## src/sv/tst_pkg.sv

```systemverilog
`timescale 1ns / 1ps

package tst_pkg;

  localparam int OPCODE_W  = 2;
  localparam int ADDR_HI_W = 16;
  localparam int ADDR_LO_W = 64;
  localparam int NUMBER_W  = 16;
  localparam int COUNT_W   = 5;

  // one stored entry: {address_upper, address_lower, last message number}
  localparam int ENTRY_W = ADDR_HI_W + ADDR_LO_W + NUMBER_W;

  localparam logic [OPCODE_W-1:0] OP_CONNECT    = 2'd0;
  localparam logic [OPCODE_W-1:0] OP_DISCONNECT = 2'd1;
  localparam logic [OPCODE_W-1:0] OP_CHECK      = 2'd2;

  typedef struct packed {
    logic [OPCODE_W-1:0]  opcode;
    logic [ADDR_HI_W-1:0] address_upper;
    logic [ADDR_LO_W-1:0] address_lower;
    logic [NUMBER_W-1:0]  message_number;
  } tst_in_t;

  typedef struct packed {
    logic                was_present;
    logic [NUMBER_W-1:0] previous_number;
    logic                table_full;
    logic [COUNT_W-1:0]  connected_count;
  } tst_out_t;

  typedef enum logic [1:0] {
    ST_IDLE,
    ST_SCAN,
    ST_DRAIN,
    ST_UPDATE
  } tst_state_t;

  typedef struct packed {
    logic clear;
    logic enable;
  } tst_cmp_ctl_t;

  typedef struct packed {
    logic hit;
    logic free_found;
  } tst_cmp_stat_t;

endpackage

```

## src/sv/tst_ram.sv

```systemverilog
`timescale 1ns / 1ps

module tst_ram #(
  parameter int WIDTH = 8,
  parameter int DEPTH = 16
) (
  input  logic                     clk,
  input  logic                     we,
  input  logic [$clog2(DEPTH)-1:0] waddr,
  input  logic [WIDTH-1:0]         wdata,
  input  logic                     re,
  input  logic [$clog2(DEPTH)-1:0] raddr,
  output logic [WIDTH-1:0]         rdata
);

  logic [WIDTH-1:0] mem_r [DEPTH];
  logic [WIDTH-1:0] rdata_r;

  always_ff @(posedge clk) begin
    if (we) begin
      mem_r[waddr] <= wdata;
    end
    if (re) begin
      rdata_r <= mem_r[raddr];
    end
  end

  assign rdata = rdata_r;

endmodule

```

## src/sv/tst_match.sv

```systemverilog
`timescale 1ns / 1ps

module tst_match #(
  parameter int TABLE_ENTRIES = 16
) (
  input  logic                             clk,
  input  logic                             rst_n,
  input  tst_pkg::tst_cmp_ctl_t            ctl,
  input  logic [$clog2(TABLE_ENTRIES)-1:0] cmp_idx,
  input  logic                             ent_valid,
  input  logic [tst_pkg::ENTRY_W-1:0]      ent_data,
  input  logic [tst_pkg::ADDR_HI_W-1:0]    key_hi,
  input  logic [tst_pkg::ADDR_LO_W-1:0]    key_lo,
  output tst_pkg::tst_cmp_stat_t           stat,
  output logic [$clog2(TABLE_ENTRIES)-1:0] hit_idx,
  output logic [$clog2(TABLE_ENTRIES)-1:0] free_idx,
  output logic [tst_pkg::NUMBER_W-1:0]     prev_num
);

  import tst_pkg::*;

  localparam int IDX_W = $clog2(TABLE_ENTRIES);

  logic                 hit_r, hit_nxt;
  logic                 free_r, free_nxt;
  logic [IDX_W-1:0]     hit_idx_r, hit_idx_nxt;
  logic [IDX_W-1:0]     free_idx_r, free_idx_nxt;
  logic [NUMBER_W-1:0]  prev_r, prev_nxt;
  logic [ADDR_HI_W-1:0] ent_hi;
  logic [ADDR_LO_W-1:0] ent_lo;
  logic [NUMBER_W-1:0]  ent_num;
  logic                 addr_eq;

  assign {ent_hi, ent_lo, ent_num} = ent_data;
  assign addr_eq = (ent_hi == key_hi) && (ent_lo == key_lo);

  // keep only the first matching entry and the first free slot
  always_comb begin
    hit_nxt      = hit_r;
    free_nxt     = free_r;
    hit_idx_nxt  = hit_idx_r;
    free_idx_nxt = free_idx_r;
    prev_nxt     = prev_r;
    if (ctl.clear) begin
      hit_nxt      = 1'b0;
      free_nxt     = 1'b0;
      hit_idx_nxt  = '0;
      free_idx_nxt = '0;
      prev_nxt     = '0;
    end else if (ctl.enable) begin
      if (ent_valid) begin
        if (!hit_r && addr_eq) begin
          hit_nxt     = 1'b1;
          hit_idx_nxt = cmp_idx;
          prev_nxt    = ent_num;
        end
      end else if (!free_r) begin
        free_nxt     = 1'b1;
        free_idx_nxt = cmp_idx;
      end
    end
  end

  always_ff @(posedge clk) begin
    if (!rst_n) begin
      hit_r      <= 1'b0;
      free_r     <= 1'b0;
      hit_idx_r  <= '0;
      free_idx_r <= '0;
      prev_r     <= '0;
    end else begin
      hit_r      <= hit_nxt;
      free_r     <= free_nxt;
      hit_idx_r  <= hit_idx_nxt;
      free_idx_r <= free_idx_nxt;
      prev_r     <= prev_nxt;
    end
  end

  assign stat.hit        = hit_r;
  assign stat.free_found = free_r;
  assign hit_idx         = hit_idx_r;
  assign free_idx        = free_idx_r;
  assign prev_num        = prev_r;

endmodule

```

## src/sv/terminal_session_table.sv

```systemverilog
// An accepted item passes the sweep, drain and update states before its result is registered;
// no new item is taken until then. The sweep reads one table entry a cycle through the
// single read port of the entry RAM into one address comparator.
// A finished result waits in the output register while the next item is swept.
// Reset (synchronous, rst_n low) clears all valid bits and the connected count; the
// entry RAM is not cleared, its contents are only seen through a set valid bit.
`timescale 1ns / 1ps

module terminal_session_table #(
  parameter int TABLE_ENTRIES = 16
) (
  input  logic             clk,
  input  logic             rst_n,
  input  logic             in_valid,
  output logic             in_stall,
  input  tst_pkg::tst_in_t in_data,
  output logic             out_valid,
  input  logic             out_stall,
  output tst_pkg::tst_out_t out_data
);

  import tst_pkg::*;

  localparam int IDX_W = $clog2(TABLE_ENTRIES);
  localparam int CNT_W = $clog2(TABLE_ENTRIES + 1);
  localparam logic [IDX_W-1:0] LAST_IDX = IDX_W'(TABLE_ENTRIES - 1);

  tst_state_t state_r, state_nxt;
  logic [IDX_W-1:0]         idx_r, idx_nxt;
  logic                     cmp_pend_r;
  logic [IDX_W-1:0]         cmp_idx_r;
  tst_in_t                  item_r;
  logic [TABLE_ENTRIES-1:0] valid_r, valid_nxt;
  logic [CNT_W-1:0]         count_r, count_nxt;
  logic                     out_valid_r, out_valid_nxt;
  tst_out_t                 out_data_r;

  logic                     rd_en;
  logic [ENTRY_W-1:0]       rd_data;
  logic                     wr_en;
  logic [IDX_W-1:0]         wr_addr;
  logic [ENTRY_W-1:0]       wr_data;
  tst_cmp_ctl_t             cmp_ctl;
  tst_cmp_stat_t            cmp_stat;
  logic [IDX_W-1:0]         hit_idx;
  logic [IDX_W-1:0]         free_idx;
  logic [NUMBER_W-1:0]      prev_num;
  logic                     upd_go;
  logic                     upd_en;
  logic                     do_connect;
  logic                     do_disconnect;
  logic                     do_check;
  logic                     is_full;
  logic [CNT_W+COUNT_W-1:0] count_ext;

  // next state
  always_comb begin
    state_nxt = state_r;
    case (state_r)
      ST_IDLE: begin
        if (in_valid) begin
          state_nxt = ST_SCAN;
        end
      end
      ST_SCAN: begin
        if (idx_r == LAST_IDX) begin
          state_nxt = ST_DRAIN;
        end
      end
      ST_DRAIN: begin
        state_nxt = ST_UPDATE;
      end
      ST_UPDATE: begin
        if (upd_go) begin
          state_nxt = ST_IDLE;
        end
      end
      default: begin
        state_nxt = ST_IDLE;
      end
    endcase
  end

  // hold the update while an earlier result still sits in the output register and out_stall is high
  assign upd_go = !out_valid_r || !out_stall;

  // state outputs
  always_comb begin
    in_stall       = 1'b1;
    rd_en          = 1'b0;
    upd_en         = 1'b0;
    cmp_ctl.clear  = 1'b0;
    cmp_ctl.enable = cmp_pend_r;
    case (state_r)
      ST_IDLE: begin
        in_stall      = 1'b0;
        cmp_ctl.clear = 1'b1;
      end
      ST_SCAN: begin
        rd_en = 1'b1;
      end
      ST_DRAIN: begin
        rd_en = 1'b0;
      end
      ST_UPDATE: begin
        upd_en = upd_go;
      end
      default: begin
        in_stall = 1'b1;
      end
    endcase
  end

  always_comb begin
    idx_nxt = idx_r;
    if (state_r == ST_IDLE) begin
      idx_nxt = '0;
    end else if (state_r == ST_SCAN && idx_r != LAST_IDX) begin
      idx_nxt = idx_r + 1'b1;
    end
  end

  // table update
  assign do_connect    = (item_r.opcode == OP_CONNECT) && !cmp_stat.hit
                         && cmp_stat.free_found;
  assign is_full       = (item_r.opcode == OP_CONNECT) && !cmp_stat.hit
                         && !cmp_stat.free_found;
  assign do_disconnect = (item_r.opcode == OP_DISCONNECT) && cmp_stat.hit;
  assign do_check      = (item_r.opcode == OP_CHECK) && cmp_stat.hit;

  assign wr_en   = upd_en && (do_connect || do_check);
  assign wr_addr = do_connect ? free_idx : hit_idx;
  assign wr_data = {item_r.address_upper, item_r.address_lower, item_r.message_number};

  always_comb begin
    valid_nxt = valid_r;
    count_nxt = count_r;
    if (upd_en) begin
      if (do_connect) begin
        valid_nxt[free_idx] = 1'b1;
        count_nxt           = count_r + 1'b1;
      end else if (do_disconnect) begin
        valid_nxt[hit_idx] = 1'b0;
        count_nxt          = count_r - 1'b1;
      end
    end
  end

  assign count_ext = {{COUNT_W{1'b0}}, count_nxt};

  always_comb begin
    out_valid_nxt = out_valid_r;
    if (upd_en) begin
      out_valid_nxt = 1'b1;
    end else if (out_valid_r && !out_stall) begin
      out_valid_nxt = 1'b0;
    end
  end

  always_ff @(posedge clk) begin
    if (!rst_n) begin
      state_r     <= ST_IDLE;
      idx_r       <= '0;
      cmp_pend_r  <= 1'b0;
      cmp_idx_r   <= '0;
      valid_r     <= '0;
      count_r     <= '0;
      out_valid_r <= 1'b0;
    end else begin
      state_r     <= state_nxt;
      idx_r       <= idx_nxt;
      cmp_pend_r  <= rd_en;
      cmp_idx_r   <= idx_r;
      valid_r     <= valid_nxt;
      count_r     <= count_nxt;
      out_valid_r <= out_valid_nxt;
    end
  end

  always_ff @(posedge clk) begin
    if (state_r == ST_IDLE && in_valid) begin
      item_r <= in_data;
    end
    if (upd_en) begin
      out_data_r.was_present     <= cmp_stat.hit;
      out_data_r.previous_number <= prev_num;
      out_data_r.table_full      <= is_full;
      out_data_r.connected_count <= count_ext[COUNT_W-1:0];
    end
  end

  tst_ram #(
    .WIDTH (ENTRY_W),
    .DEPTH (TABLE_ENTRIES)
  ) u_entry_ram (
    .clk   (clk),
    .we    (wr_en),
    .waddr (wr_addr),
    .wdata (wr_data),
    .re    (rd_en),
    .raddr (idx_r),
    .rdata (rd_data)
  );

  tst_match #(
    .TABLE_ENTRIES (TABLE_ENTRIES)
  ) u_match (
    .clk       (clk),
    .rst_n     (rst_n),
    .ctl       (cmp_ctl),
    .cmp_idx   (cmp_idx_r),
    .ent_valid (valid_r[cmp_idx_r]),
    .ent_data  (rd_data),
    .key_hi    (item_r.address_upper),
    .key_lo    (item_r.address_lower),
    .stat      (cmp_stat),
    .hit_idx   (hit_idx),
    .free_idx  (free_idx),
    .prev_num  (prev_num)
  );

  assign out_valid = out_valid_r;
  assign out_data  = out_data_r;

endmodule
```

## config.mk

```make
export PLATFORM = sky130hd
export DESIGN_NAME = terminal_session_table
export DESIGN_NICKNAME = d
export VERILOG_FILES = /design/src/sv/tst_pkg.sv /design/src/sv/tst_ram.sv /design/src/sv/tst_match.sv /design/src/sv/terminal_session_table.sv
export SDC_FILE = /design/constraint.sdc
export NUM_CORES = 2
export LEC_CHECK = 0
export ABC_AREA = 1
export BUFFER_PORTS_ARGS = -buffer_cell sky130_fd_sc_hd__clkbuf_2
export CAP_MARGIN = 20
export CORE_UTILIZATION = 35
export DETAILED_ROUTE_END_ITERATION = 8
export PLACE_DENSITY_LB_ADDON = 0.25
export SETUP_SLACK_MARGIN = 0.15
export SLEW_MARGIN = 20
export SYNTH_ARGS = -nofsm -noshare
export SYNTH_HDL_FRONTEND = slang
export SYNTH_SLANG_ARGS = --single-unit
```

## constraint.sdc

```tcl
create_clock -name clk -period 7.32 [get_ports clk]
set_input_delay 0.366 -clock clk [delete_from_list [all_inputs] [get_ports clk]]
set_output_delay 0.366 -clock clk [all_outputs]
set_load 0.01 [all_outputs]
```

==> metrics.csv <==
stage,metric,value,unit
worst_setup_path,Worst Setup End Kind,register,
clocking,Worst-Skew Late Latency,0.82,ns
placed_design,placed cell areas,0.07389,sq mm
global_route,initial antenna violation count,3,
worst_setup_path,crit-path cells,buf_12 -> nand2_1 -> inv_6 -> buf_4 -> nand2_1 -> nand3_1,
yosys,Synth Cell Area,0.07047,sq mm
clocking,root buf cell,clkbuf_16,
worst_setup_path,Most common cell on crit path,nand2_1,
floorplan,Core ar.,0.1999,sq mm
sta,Setup Skew,0.02452,ns
worst_setup_path,worst path required time,8.01,ns
worst_setup_path,Worst path slowest cell,buf_4,
routing,DRC,12,
clocking,"Gates resized, CTS repair",0,
clocking,CTS tree,done,
power_and_ir_drop,PwrDens,312.4,mW/mm^2
worst_setup_path,FF-to-FF Start,idx_r[2],
floorplan,# IOs,127,
worst_setup_path,CP peak stage delay,0.83,ns
finish,fin nets,5344,
outcome,run status,finished with violations,
yosys,warning count from the yosys run,0,
clocking,Worst-path clk slew,0.06,ns
sta,RSZ-0062 raised after global routing,false,
sta,"Setup violations, final",0,
finish,layout cells sized above 1,0.08895,
worst_setup_path,kind of start point of the critical path,register,
yosys,ys async rst share,0,
power_and_ir_drop,peak supply drop,0.0002011,V
yosys,"Avg Cell Area, Syn",13.89,sq um
finish,area added between synthesis and finish,14.84,%
global_route,total grt overflow,0,
routing,routed length per placed instance,22.88,um
finish,"final std cell area, no fill",0.08093,sq mm
power_and_ir_drop,clock group share of total power,0.369,
yosys,number of synthesized register bits,1812,
global_route,largest net degree at the start of global routing,225,
worst_setup_path,Setup crit start,idx_r[2],
yosys,cell taking the most area after synthesis,edfxtp_1,
routing,routed vias,41900,
floorplan,Die Y,450.7,um
routing,Routed Antenna Nets,0,
finish,# fillers,18620,
sta,final hold violations,0,
floorplan,Die Width,450.7,um
sta,worst slew pin tran,1.010,ns
power_and_ir_drop,Sw Ratio,0.2651,
worst_setup_path,Worst R2R Path Depth,6,
floorplan,row cnt,164,
worst_setup_path,FF-to-FF setup slack,3.67,ns
power_and_ir_drop,sequential share of power,0.512,
worst_setup_path,CP endpoint,u_entry_ram.rdata[16],
yosys,Yosys top cell area share,0.7470,
sta,TNS Setup,0,ns
yosys,Post-Syn Nets,5182,
yosys,Synth area leaders,"edfxtp_1 75%, nor2_1 5.1%, o21ai_0 3.0%",
worst_setup_path,worst setup path class,register to register,
routing,post-DR vias/cell,5.202,
worst_hold_path,min-delay worst type,primary input to register,
placed_design,post-DP HPWL,81630,um
sta,Final Slew Violations,0,
sta,fin crit share,0.4980,
power_and_ir_drop,Lkg Pwr,26.14,nW
routing,Initial DRT Pass Iterations,7,
yosys,Post-synth top cells,"1753 x edfxtp_1, 961 x nor2_1, 479 x nand2_1",
floorplan,die area,0.2032,sq mm
global_route,first-pass GRT wire length,271300,um
power_and_ir_drop,switching pwr,6.702,mW
floorplan,initial core utilization,0.3526,
placed_design,gpl congestion,0.7532,
global_route,vias in the first global route,40740,
outcome,failing checks,DRC,
sta,Final min period,3.645,ns
clocking,H-tree levels,4,
sta,Fmax achieved,274.3,MHz
worst_setup_path,r2r endpoint,u_entry_ram.rdata[16],
yosys,dominant cell by count in the synthesized netlist,edfxtp_1,
clocking,Num CTS Buffers,190,
global_route,GRT Util Overall,0.1781,
yosys,Cells after Synth,5073,
clocking,clock tree buffer depth,3,
power_and_ir_drop,P_int,18.58,mW
clocking,Num Clock Sinks,1812,
yosys,"Top FF cell, synth",edfxtp_1,
sta,Slew headroom,0.3269,
worst_setup_path,crit path max fanout,102,
placed_design,PortBufs,126,
finish,Util after Layout,0.4049,
worst_setup_path,WP data arrival,4.33,ns
yosys,sequential area share after synthesis,0.7637,
yosys,number of synthesized flops with an enable pin,1753,
yosys,Yosys cell types,39,
routing,Post-Route WL,184300,um
run,Max Cap Viol,0,
routing,Initial DRC Count,3895,
power_and_ir_drop,Gate power share,0.119,
==> worst max-delay path: cells and delay by family (launching register included) <==
kind          cells  cell delay, ns
buf+inv           3            2.00
flops             1            0.81
simple gates      3            0.55
==> logic make-up (layout without fill, tap and decap cells) <==
group | after synthesis | after routing | synth area share
flops | 1812 | 1812 | 0.7637
simple gates | 1656 | 1656 | 0.09332
compound gates | 900 | 900 | 0.08604
buf+inv | 522 | 845 | 0.03112
mux | 152 | 152 | 0.02159
xor+xnor | 24 | 24 | 0.002983
fa+ha+maj | 7 | 7 | 0.001243
other cells | 0 | 2 | 0
==> how the worst min path moves through the flow <==
stage	start	end	slack [ns]	cells after the start
5_1_grt	rst_n	valid_r[9]	0.11	3
4_1_cts	rst_n	valid_r[0]	0.07	3
3_3_place_gp	u_match.prev_num[14]	out_data[20]	0.42	0
3_5_place_dp	u_match.prev_num[0]	out_data[6]	0.42	0
6_report	rst_n	valid_r[9]	0.12	3
2_1_floorplan	u_match.prev_num[6]	out_data[12]	0.41	0
==> through the flow <==
step	std cells	worst slack, ns	power (mW)	hold WS [ns]
final	8054	3.675	25.28	0.1165
after global routing	8052	3.468	26.28	0.1081
after CTS	8051	3.592	25.53	0.07158
after detailed placement	7598	3.615	16.14	0.4188
after global placement	7598	3.657	16.10	0.4170
after floorplan	5073	1.376	14.99	0.4082
==> sequential cells by signal, summed over array words and instances, names as in the netlist, 5 cells and up <==
register / cells
item_r: 98
u_entry_ram.rdata: 96
out_data: 23
valid_r: 16
u_entry_ram.mem_r: 1536
count_r: 5
u_match.prev_num: 16
==> what timing repair did <==
action                                  4_1_cts  5_1_grt
endpoints found under the setup margin        0        0
hold buffers                                100        0
setup buffers                                 0        0
endpoints found under the hold margin       100        0
==> final cells by class <==
class | instances | area (sq um) | area share
antenna | 2 | 5.005 | 0.00006184
clock buffer | 242 | 5106 | 0.06309
clock inverter | 111 | 898.4 | 0.01110
inverter | 217 | 839.6 | 0.01037
multi-input combinational | 2739 | 14610 | 0.1805
sequential | 1812 | 53830 | 0.6652
tap | 2656 | 3323 | 0.04106
timing repair buffer | 275 | 2320 | 0.02866
==> power by group through the flow <==
| stage | Clock [mW] | Sequential [mW] | Combinational [mW] |
|---|---|---|---|
| final | 9.34 | 12.9 | 3.00 |
| after global placement | 0 | 13.2 | 2.93 |
| after global routing | 9.92 | 13.0 | 3.33 |
| after CTS | 9.54 | 13.0 | 3.01 |
| after floorplan | 0 | 12.9 | 2.12 |
| after detailed placement | 0 | 13.2 | 2.95 |
==> routing by layer <==
layer	vias up	routed length, um	track usage
met4	0	4023	0.04703
met2	1033	90110	0.3006
li1	19130	-	-
met3	260	8524	0.02330
met5	-	0	0
met1	21470	81650	0.2414
==> layout by cell type, fill, tap and decap left out, types with 9 or more instances in the layout <==
cell and n:
o32ai_1 232, nor2_4 20, dfxtp_1 56, o221ai_1 153, mux2i_1 152, xnor2_1 18
dlygate4sd3_1 100, clkinv_2 35, clkbuf_2 126, edfxtp_1 1753, o21ai_0 426, bufinv_16 12
nand3_1 186, inv_1 208, buf_12 24, o21ai_1 9, clkbuf_16 195, buf_4 24
nor2_1 943, nand3b_1 11, o211ai_1 40, clkbuf_1 42, a21oi_1 35, nand2_1 479
clkinv_1 53
No activity file was read; power rests on OpenSTA's default activity.
